<file path="config.mk">
export PLATFORM = sky130hd
export DESIGN_NAME = ascii85_decoder
export DESIGN_NICKNAME = d
export VERILOG_FILES = /design/src/design/a85d_pkg.sv /design/src/design/a85d_front.sv /design/src/design/a85d_queue.sv /design/src/design/a85d_back.sv /design/src/design/ascii85_decoder.sv
export SDC_FILE = /design/constraint.sdc
export NUM_CORES = 1
export LEC_CHECK = 0
export BUFFER_PORTS_ARGS = -buffer_cell sky130_fd_sc_hd__clkbuf_2
export CORE_MARGIN = 8
export CORE_UTILIZATION = 38
export CTS_CLUSTER_SIZE = 25
export DETAILED_ROUTE_END_ITERATION = 10
export PLACE_DENSITY = 0.61
export SLEW_MARGIN = 25
export SYNTH_ARGS = -nofsm -noshare
export SYNTH_HDL_FRONTEND = slang
export SYNTH_HIERARCHICAL = 1
export SYNTH_SLANG_ARGS = --single-unit
</file>
<file path="constraint.sdc">
create_clock -name clock -period 10.9 [get_ports clock]
set_clock_uncertainty 0.15 [all_clocks]
set_input_delay 1.09 -clock clock [delete_from_list [all_inputs] [get_ports clock]]
set_output_delay 1.09 -clock clock [all_outputs]
set_load 0.005 [all_outputs]
</file>
<file path="src/design/a85d_pkg.sv">
// ----------------------------------------------------------------------------
// a85d_pkg: shared types and constants for the ASCII85 decoder
// Holds the channel payload structs, the result kinds and the work entry
// that travels from the character front end to the byte back end.
// ----------------------------------------------------------------------------
package a85d_pkg;

   localparam int GROUP_W  = 26;   // holds a partial group, below 85^4
   localparam int ACC_W    = 33;   // holds a full group, below 85^5
   localparam int PROD_W   = 46;   // partial group times a padding factor

   localparam logic [7:0] CHAR_BANG  = 8'h21;  // '!'
   localparam logic [7:0] CHAR_U     = 8'h75;  // 'u'
   localparam logic [7:0] CHAR_Z     = 8'h7A;  // 'z'
   localparam logic [7:0] CHAR_TILDE = 8'h7E;  // '~'
   localparam logic [7:0] CHAR_GT    = 8'h3E;  // '>'
   localparam logic [7:0] CHAR_SPACE = 8'h20;
   localparam logic [7:0] CHAR_TAB   = 8'h09;
   localparam logic [7:0] CHAR_CR    = 8'h0D;

   localparam logic [6:0]  DIGIT_BASE = 7'd85;
   localparam logic [19:0] PAD_MUL_2  = 20'd614125;  // 85^3
   localparam logic [19:0] PAD_MUL_3  = 20'd7225;    // 85^2
   localparam logic [19:0] PAD_MUL_4  = 20'd85;

   typedef enum logic [1:0] {
      KIND_DATA  = 2'd0,
      KIND_END   = 2'd1,
      KIND_ERROR = 2'd2
   } kind_type;

   typedef struct packed {
      logic [7:0] in_char;
      logic       end_of_input;
   } req_type;

   typedef struct packed {
      logic [7:0] out_byte;
      logic [1:0] kind;
      logic       last_of_run;
   } rsp_type;

   // One decoded character's worth of results: bytes 0..last_idx of word,
   // big-endian, or a single marker/error result.
   typedef struct packed {
      kind_type    kind;
      logic [31:0] word;
      logic [1:0]  last_idx;
   } work_type;

endpackage

</file>
<file path="src/design/a85d_front.sv">
// ----------------------------------------------------------------------------
// a85d_front: character classifier and group accumulator
// Takes one character per cycle when accept is high, tracks group and stream
// state, and pushes a work entry for every character that gives results.
// ----------------------------------------------------------------------------
module a85d_front
   import a85d_pkg::*;
(
   input  logic     clock,
   input  logic     reset,
   input  logic     accept,
   input  req_type  req,
   output logic     work_push,
   output work_type work
);

   logic [GROUP_W-1:0] group_ff, group_in;
   logic [2:0]         count_ff, count_in;
   logic               tilde_ff, tilde_in;
   logic               done_ff, done_in;
   logic               error_ff, error_in;

   logic [7:0]         c;
   logic               is_ws;
   logic               is_digit;
   logic [6:0]         digit;
   logic [ACC_W-1:0]   acc;
   logic [19:0]        pad_mul;
   logic [PROD_W-1:0]  padded;
   logic               pad_ovf;
   logic               err_now;

   always_comb begin
      c        = req.in_char;
      is_ws    = (c == CHAR_SPACE) || ((c >= CHAR_TAB) && (c <= CHAR_CR));
      is_digit = (c >= CHAR_BANG) && (c <= CHAR_U);
      digit    = 7'(c - CHAR_BANG);
      acc      = {{(ACC_W-GROUP_W){1'b0}}, group_ff} * ACC_W'(DIGIT_BASE)
                 + ACC_W'(digit);
      case (count_ff)
         3'd2:    pad_mul = PAD_MUL_2;
         3'd3:    pad_mul = PAD_MUL_3;
         default: pad_mul = PAD_MUL_4;
      endcase
      // pad with 'u' digits: g * 85^m + (85^m - 1)
      padded  = {{(PROD_W-GROUP_W){1'b0}}, group_ff} * PROD_W'(pad_mul)
                + PROD_W'(pad_mul) - PROD_W'(1);
      pad_ovf = |padded[PROD_W-1:32];
   end

   always_comb begin
      group_in  = group_ff;
      count_in  = count_ff;
      tilde_in  = tilde_ff;
      done_in   = done_ff;
      error_in  = error_ff;
      err_now   = 1'b0;
      work_push = 1'b0;
      work      = '{kind: KIND_DATA, word: 32'd0, last_idx: 2'd3};

      if (accept && !done_ff) begin
         if (error_ff) begin
            err_now = 1'b1;
         end else begin
            if (is_ws) begin
               // skip
            end else if (tilde_ff) begin
               if (c != CHAR_GT) begin
                  err_now = 1'b1;
               end else begin
                  tilde_in  = 1'b0;
                  done_in   = 1'b1;
                  work_push = 1'b1;
                  work      = '{kind: KIND_END, word: 32'd0, last_idx: 2'd0};
               end
            end else if (c == CHAR_TILDE) begin
               if (count_ff == 3'd1) begin
                  err_now = 1'b1;
               end else if (count_ff >= 3'd2 && pad_ovf) begin
                  err_now = 1'b1;
               end else begin
                  if (count_ff >= 3'd2) begin
                     work_push = 1'b1;
                     work = '{kind: KIND_DATA, word: padded[31:0],
                              last_idx: 2'(count_ff - 3'd2)};
                  end
                  group_in = '0;
                  count_in = 3'd0;
                  tilde_in = 1'b1;
               end
            end else if (c == CHAR_Z) begin
               if (count_ff != 3'd0) begin
                  err_now = 1'b1;
               end else begin
                  work_push = 1'b1;
                  work = '{kind: KIND_DATA, word: 32'd0, last_idx: 2'd3};
               end
            end else if (is_digit) begin
               if (count_ff == 3'd4) begin
                  group_in = '0;
                  count_in = 3'd0;
                  if (acc[ACC_W-1]) begin
                     err_now = 1'b1;
                  end else begin
                     work_push = 1'b1;
                     work = '{kind: KIND_DATA, word: acc[31:0], last_idx: 2'd3};
                  end
               end else begin
                  group_in = acc[GROUP_W-1:0];
                  count_in = count_ff + 3'd1;
               end
            end else begin
               err_now = 1'b1;
            end

            // stream ends without the end marker: drop data, report error
            if (req.end_of_input && !done_in) begin
               err_now = 1'b1;
            end
         end

         if (err_now) begin
            error_in  = 1'b1;
            tilde_in  = 1'b0;
            done_in   = done_ff;
            group_in  = '0;
            count_in  = 3'd0;
            work_push = 1'b1;
            work      = '{kind: KIND_ERROR, word: 32'd0, last_idx: 2'd0};
         end
      end
   end

   always_ff @(posedge clock) begin
      if (reset) begin
         group_ff <= '0;
         count_ff <= 3'd0;
         tilde_ff <= 1'b0;
         done_ff  <= 1'b0;
         error_ff <= 1'b0;
      end else begin
         group_ff <= group_in;
         count_ff <= count_in;
         tilde_ff <= tilde_in;
         done_ff  <= done_in;
         error_ff <= error_in;
      end
   end

endmodule

</file>
<file path="src/design/a85d_queue.sv">
// ----------------------------------------------------------------------------
// a85d_queue: two-entry work queue
// Decouples the character front end from the byte back end.
// ----------------------------------------------------------------------------
module a85d_queue
   import a85d_pkg::*;
(
   input  logic     clock,
   input  logic     reset,
   input  logic     push,
   input  work_type push_data,
   input  logic     pop,
   output work_type head,
   output logic     full,
   output logic     empty
);

   work_type   slot_ff [2];
   logic       wr_ptr_ff, wr_ptr_in;
   logic       rd_ptr_ff, rd_ptr_in;
   logic [1:0] count_ff, count_in;
   logic       do_push;
   logic       do_pop;

   always_comb begin
      full      = (count_ff == 2'd2);
      empty     = (count_ff == 2'd0);
      head      = slot_ff[rd_ptr_ff];
      do_push   = push && !full;
      do_pop    = pop && !empty;
      wr_ptr_in = wr_ptr_ff ^ do_push;
      rd_ptr_in = rd_ptr_ff ^ do_pop;
      count_in  = count_ff + 2'(do_push) - 2'(do_pop);
   end

   always_ff @(posedge clock) begin
      if (do_push) begin
         slot_ff[wr_ptr_ff] <= push_data;
      end
   end

   always_ff @(posedge clock) begin
      if (reset) begin
         wr_ptr_ff <= 1'b0;
         rd_ptr_ff <= 1'b0;
         count_ff  <= 2'd0;
      end else begin
         wr_ptr_ff <= wr_ptr_in;
         rd_ptr_ff <= rd_ptr_in;
         count_ff  <= count_in;
      end
   end

endmodule

</file>
<file path="src/design/a85d_back.sv">
// ----------------------------------------------------------------------------
// a85d_back: result serializer
// Splits each work entry into byte results, big-endian, and holds the
// oldest result in an output register until it is taken.
// ----------------------------------------------------------------------------
module a85d_back
   import a85d_pkg::*;
(
   input  logic     clock,
   input  logic     reset,
   input  work_type head,
   input  logic     head_empty,
   output logic     head_pop,
   output rsp_type  rsp,
   output logic     rsp_valid,
   input  logic     rsp_pop
);

   logic [1:0] idx_ff, idx_in;
   logic       valid_ff, valid_in;
   rsp_type    rsp_ff, rsp_in;
   logic       load;
   logic       last;
   logic [7:0] sel_byte;

   always_comb begin
      case (idx_ff)
         2'd0:    sel_byte = head.word[31:24];
         2'd1:    sel_byte = head.word[23:16];
         2'd2:    sel_byte = head.word[15:8];
         default: sel_byte = head.word[7:0];
      endcase
      last     = (idx_ff == head.last_idx);
      load     = !head_empty && (!valid_ff || rsp_pop);
      head_pop = load && last;
      idx_in   = idx_ff;
      if (load) begin
         idx_in = last ? 2'd0 : idx_ff + 2'd1;
      end
      valid_in = load || (valid_ff && !rsp_pop);
      rsp_in   = rsp_ff;
      if (load) begin
         rsp_in = '{out_byte: sel_byte, kind: head.kind, last_of_run: last};
      end
      rsp       = rsp_ff;
      rsp_valid = valid_ff;
   end

   always_ff @(posedge clock) begin
      rsp_ff <= rsp_in;
   end

   always_ff @(posedge clock) begin
      if (reset) begin
         idx_ff   <= 2'd0;
         valid_ff <= 1'b0;
      end else begin
         idx_ff   <= idx_in;
         valid_ff <= valid_in;
      end
   end

endmodule

</file>
<file path="src/design/ascii85_decoder.sv">
// ----------------------------------------------------------------------------
// ascii85_decoder: streaming ASCII85 decoder
// Input queue side: req_push with req_data (one character and an
// end-of-input flag), taken at a clock edge with req_push high and
// req_full low. Result queue side: rsp_data holds the oldest result while
// rsp_empty is low; it is taken at an edge with rsp_pop high.
// Each result is a data byte, the end-of-data marker or an error.
// One character is taken per cycle while req_full is low. Whitespace and
// digits that do not close a group give no result; a full group or 'z'
// gives four bytes, which the byte serializer sends at one per cycle
// while the receiver takes them. A two-entry work queue between the front
// end and the serializer absorbs the difference between the two.
// With nothing queued ahead, the first result of a character is written
// to a work queue slot and then to the output register, which drives rsp_data.
// When the receiver stalls, the output register holds, the work queue
// fills and req_full rises; nothing is lost.
// Reset clears the group, the stream flags and all queued results.
// ----------------------------------------------------------------------------
module ascii85_decoder
   import a85d_pkg::*;
(
   input  logic    clock,
   input  logic    reset,
   input  logic    req_push,
   input  req_type req_data,
   output logic    req_full,
   output logic    rsp_empty,
   output rsp_type rsp_data,
   input  logic    rsp_pop
);

   logic     accept;
   logic     work_push;
   work_type work;
   work_type head;
   logic     head_pop;
   logic     head_empty;
   logic     rsp_valid;

   assign accept    = req_push && !req_full;
   assign rsp_empty = !rsp_valid;

   a85d_front u_front (
      .clock     (clock),
      .reset     (reset),
      .accept    (accept),
      .req       (req_data),
      .work_push (work_push),
      .work      (work)
   );

   a85d_queue u_queue (
      .clock     (clock),
      .reset     (reset),
      .push      (work_push),
      .push_data (work),
      .pop       (head_pop),
      .head      (head),
      .full      (req_full),
      .empty     (head_empty)
   );

   a85d_back u_back (
      .clock      (clock),
      .reset      (reset),
      .head       (head),
      .head_empty (head_empty),
      .head_pop   (head_pop),
      .rsp        (rsp_data),
      .rsp_valid  (rsp_valid),
      .rsp_pop    (rsp_pop)
   );

endmodule
</file>
==> flow_metrics.py <==
metrics = {
    "setup_path": {
        "cp_slowest_stage_delay_ns": 0.65,
        "cp_num_buf_inv": 8,
        "cp.arrival_ns": 10.17,
        "cp-endpoint": "u_queue/slot_ff[0][5]",
        "crit_fanout": 36,
        "critPathTopFamily": "adder cells",
        "r2r-end": "u_queue/slot_ff[0][5]",
        "startpoint": "u_front/count_ff[0]",
        "startpoint_type": "register",
        "reg2reg_from": "u_front/count_ff[0]",
        "r2r_slack_ns": 0.64,
        "cp.required_ns": 10.81,
        "critPathCaptureType": "register",
        "cpMaxStageDelayCell": "nand2b_1",
        "critical_path_class": "register to register",
        "r2r_cells": 33,
        "path_depth": 33,
    },
    "floorplan": {
        "core-area_sq_um": 58900,
        "rows": 89,
        "io_pins": 26,
        "initial_core_util_pct": 38.3,
        "die_x_um": 260,
        "die_area_sq_um": 67400,
        "die_h_um": 260,
    },
    "synth": {
        "seq_area_frac_synth_pct": 14.5,
        "ys.flop_type": "edfxtp_1",
        "synth_fp_nets": 3024,
        "netlist_area_sq_um": 22600,
        "netlist_instances": 2299,
        "synth.most_common_cell": "inv_1",
        "post-synth-top-area-cell": "fa_1",
        "synth-edff-count": 83,
        "ys_ff_latch": 122,
        "synth_commonest_cells": "inv_1 (588), ha_1 (376), fa_1 (336), nand2_1 (118), nor2_1 (100)",
        "synth_top_area_share_pct": 29.8,
        "synth_area_leaders": "fa_1 (30%), ha_1 (21%), edfxtp_1 (11%), inv_1 (9.8%), dfxtp_1 (3.5%)",
        "yosys_warnings": 6,
        "syn_avg_cell_area_sq_um": 9.81,
        "async_flop_share_pct": 0,
        "synth_cell_types": 82,
    },
    "sta": {
        "relSlewSlack_pct": 27.8,
        "tns_ns": 0,
        "worstMarginPinSlew_ns": 1.07,
        "setup_viol": 0,
        "rsz0062_at_grt": "no",
        "min_period_ns": 10.26,
        "hold_ws_ns": 0.337,
        "final_max_slew_viol_count": 0,
        "finalHoldViolCount": 0,
        "fmaxAchievable_mhz": 97.5,
        "period_share_pct": 94.1,
    },
    "finish": {
        "fin_nets": 3035,
        "regArea_sq_um": 3270,
        "layout-drive-gt1-share_pct": 6.97,
        "nFillCells": 5717,
        "multiInputGateArea_sq_um": 16800,
        "diodes": 0,
        "syn2layout_area_growth_pct": 6.92,
    },
    "outcome": {
        "outcome": "finished clean",
    },
    "global_route": {
        "grt_pass1_vias": 17200,
        "grt_max_degree": 37,
        "grt_pass1_wl_mm": 93.9,
        "track_usage_pct": 17.6,
        "grt-ovfl-total": 0,
        "antenna_found_initial": 4,
    },
    "placed_design": {
        "port-buffer-count": 25,
        "globalplace.congestion": 0.939,
        "dp.final_hpwl_mm": 50.1,
    },
    "hold_path": {
        "hp-class": "register to register",
    },
    "drt": {
        "ant_nets": 0,
        "vias": 15900,
        "drt_wl_total_mm": 58.1,
        "first_iter_violations": 1013,
        "firstDrtPassIters": 6,
        "wire_per_inst_um": 18.8,
        "viasPerCell": 5.14,
        "drc": 0,
    },
    "cts": {
        "clock_latency_ns": 0.42,
        "cts_buffer_depth": 2,
        "cts_root_buffer": "clkbuf_16",
        "cts_repair_resize_count": 0,
        "cts_tree": "done",
        "cts_setup_buffers": 0,
        "htreeDepth": 4,
        "clk_pin_slew_ns": 0.06,
        "cts.sinks": 122,
        "ctsHoldBuffers": 0,
        "numCtsBuffers": 17,
    },
    "job": {
        "drv_cap": 0,
    },
    "power": {
        "ir_drop_mv": 0.101,
        "leakage_nw": 12.7,
        "totalPowerFinal_mw": 1.63,
        "power.density_nw_per_um2": 67.4,
    },
}
-- registers in the layout (all words and copies together), names as in the netlist, 2 cells and up --
register and count:
u_back/idx_ff 2, u_queue/count_ff 2, u_front/count_ff 3, u_front/group_ff 26
u_back/rsp 11, u_queue/slot_ff 72
-- worst min-delay path by stage --
stage / from / end / slack [ns] / cells past startpoint
2_1_floorplan: u_front/done_ff / u_front/done_ff / 0.30 / 2
3_5_place_dp: u_front/done_ff / u_front/done_ff / 0.33 / 2
4_1_cts: u_front/done_ff / u_front/done_ff / 0.35 / 2
6_report: u_front/done_ff / u_front/done_ff / 0.34 / 2
5_1_grt: u_front/done_ff / u_front/done_ff / 0.37 / 2
3_3_place_gp: u_front/done_ff / u_front/done_ff / 0.32 / 2
-- report_power, final --
| part | total [mW] | switching (mW) | internal, mW |
|---|---|---|---|
| sequential | 0.642 | 0.0306 | 0.611 |
| clock | 0.594 | 0.229 | 0.364 |
| combinational | 0.391 | 0.238 | 0.153 |
-- area by class of cell --
class / count / share of cell area, %
clock inverters: 15 / 0.783
multi-input cells: 1542 / 69.8
clock buffers: 17 / 1.76
repair buffers: 38 / 0.923
inverters: 589 / 9.17
well taps: 773 / 4.01
flip-flops and latches: 122 / 13.6
-- cell families (layout without fill, tap and decap cells) --
group           after synthesis  after routing  synth area share [%]
flops                       122            122                  14.5
buf+inv                     635            659                  11.0
fa+ha+maj                   712            712                  50.7
simple gates                380            380                  8.84
xor+xnor                     73             73                  2.90
compound gates              329            329                  9.76
mux                          48             48                  2.34
-- per-layer routing --
metal | vias up | GRT usage [%] | part of all wire (%)
li1 | 7462 | - | -
met4 | 2 | 5.31 | 2.9
met1 | 7900 | 23.0 | 43
met5 | - | 0 | 0.021
met2 | 447 | 30.1 | 49
met3 | 97 | 2.51 | 4.9
-- cells in the final DEF (no fill, tap or decap), types with 15 or more instances in the layout --
cell type	netlist	routed
and2_1	33	33
ha_1	376	376
xnor2_1	39	39
o22ai_1	30	30
edfxtp_1	83	83
clkbuf_16	0	17
clkbuf_2	2	25
dfxtp_1	39	39
nand3_1	15	15
o21ai_0	45	45
nand2b_1	15	15
xor2_1	33	33
nand2_1	118	118
nor2_4	29	29
fa_1	336	336
a21oi_1	95	95
mux2_2	38	38
nor2_1	100	99
a2bb2oi_1	15	15
inv_1	588	588
a21o_1	29	29
-- tightest hold or removal path, stage by stage (launching register included) --
cell and delay [ns]:
dfxtp_1 0.34, a31oi_1 0.04, nor2_1 0.07
-- through the flow --
step	cell area [sq um]	std cells	setup slack [ns]	utilization, %
floorplan	22600	2299	1.38	-
global placement	23500	3064	0.819	39.9
detailed placement	23500	3064	0.717	39.9
CTS	24100	3096	0.686	40.9
global route	24100	3096	0.125	40.9
finish	24100	3096	0.643	40.9
Power figures use the tool's default switching activity.
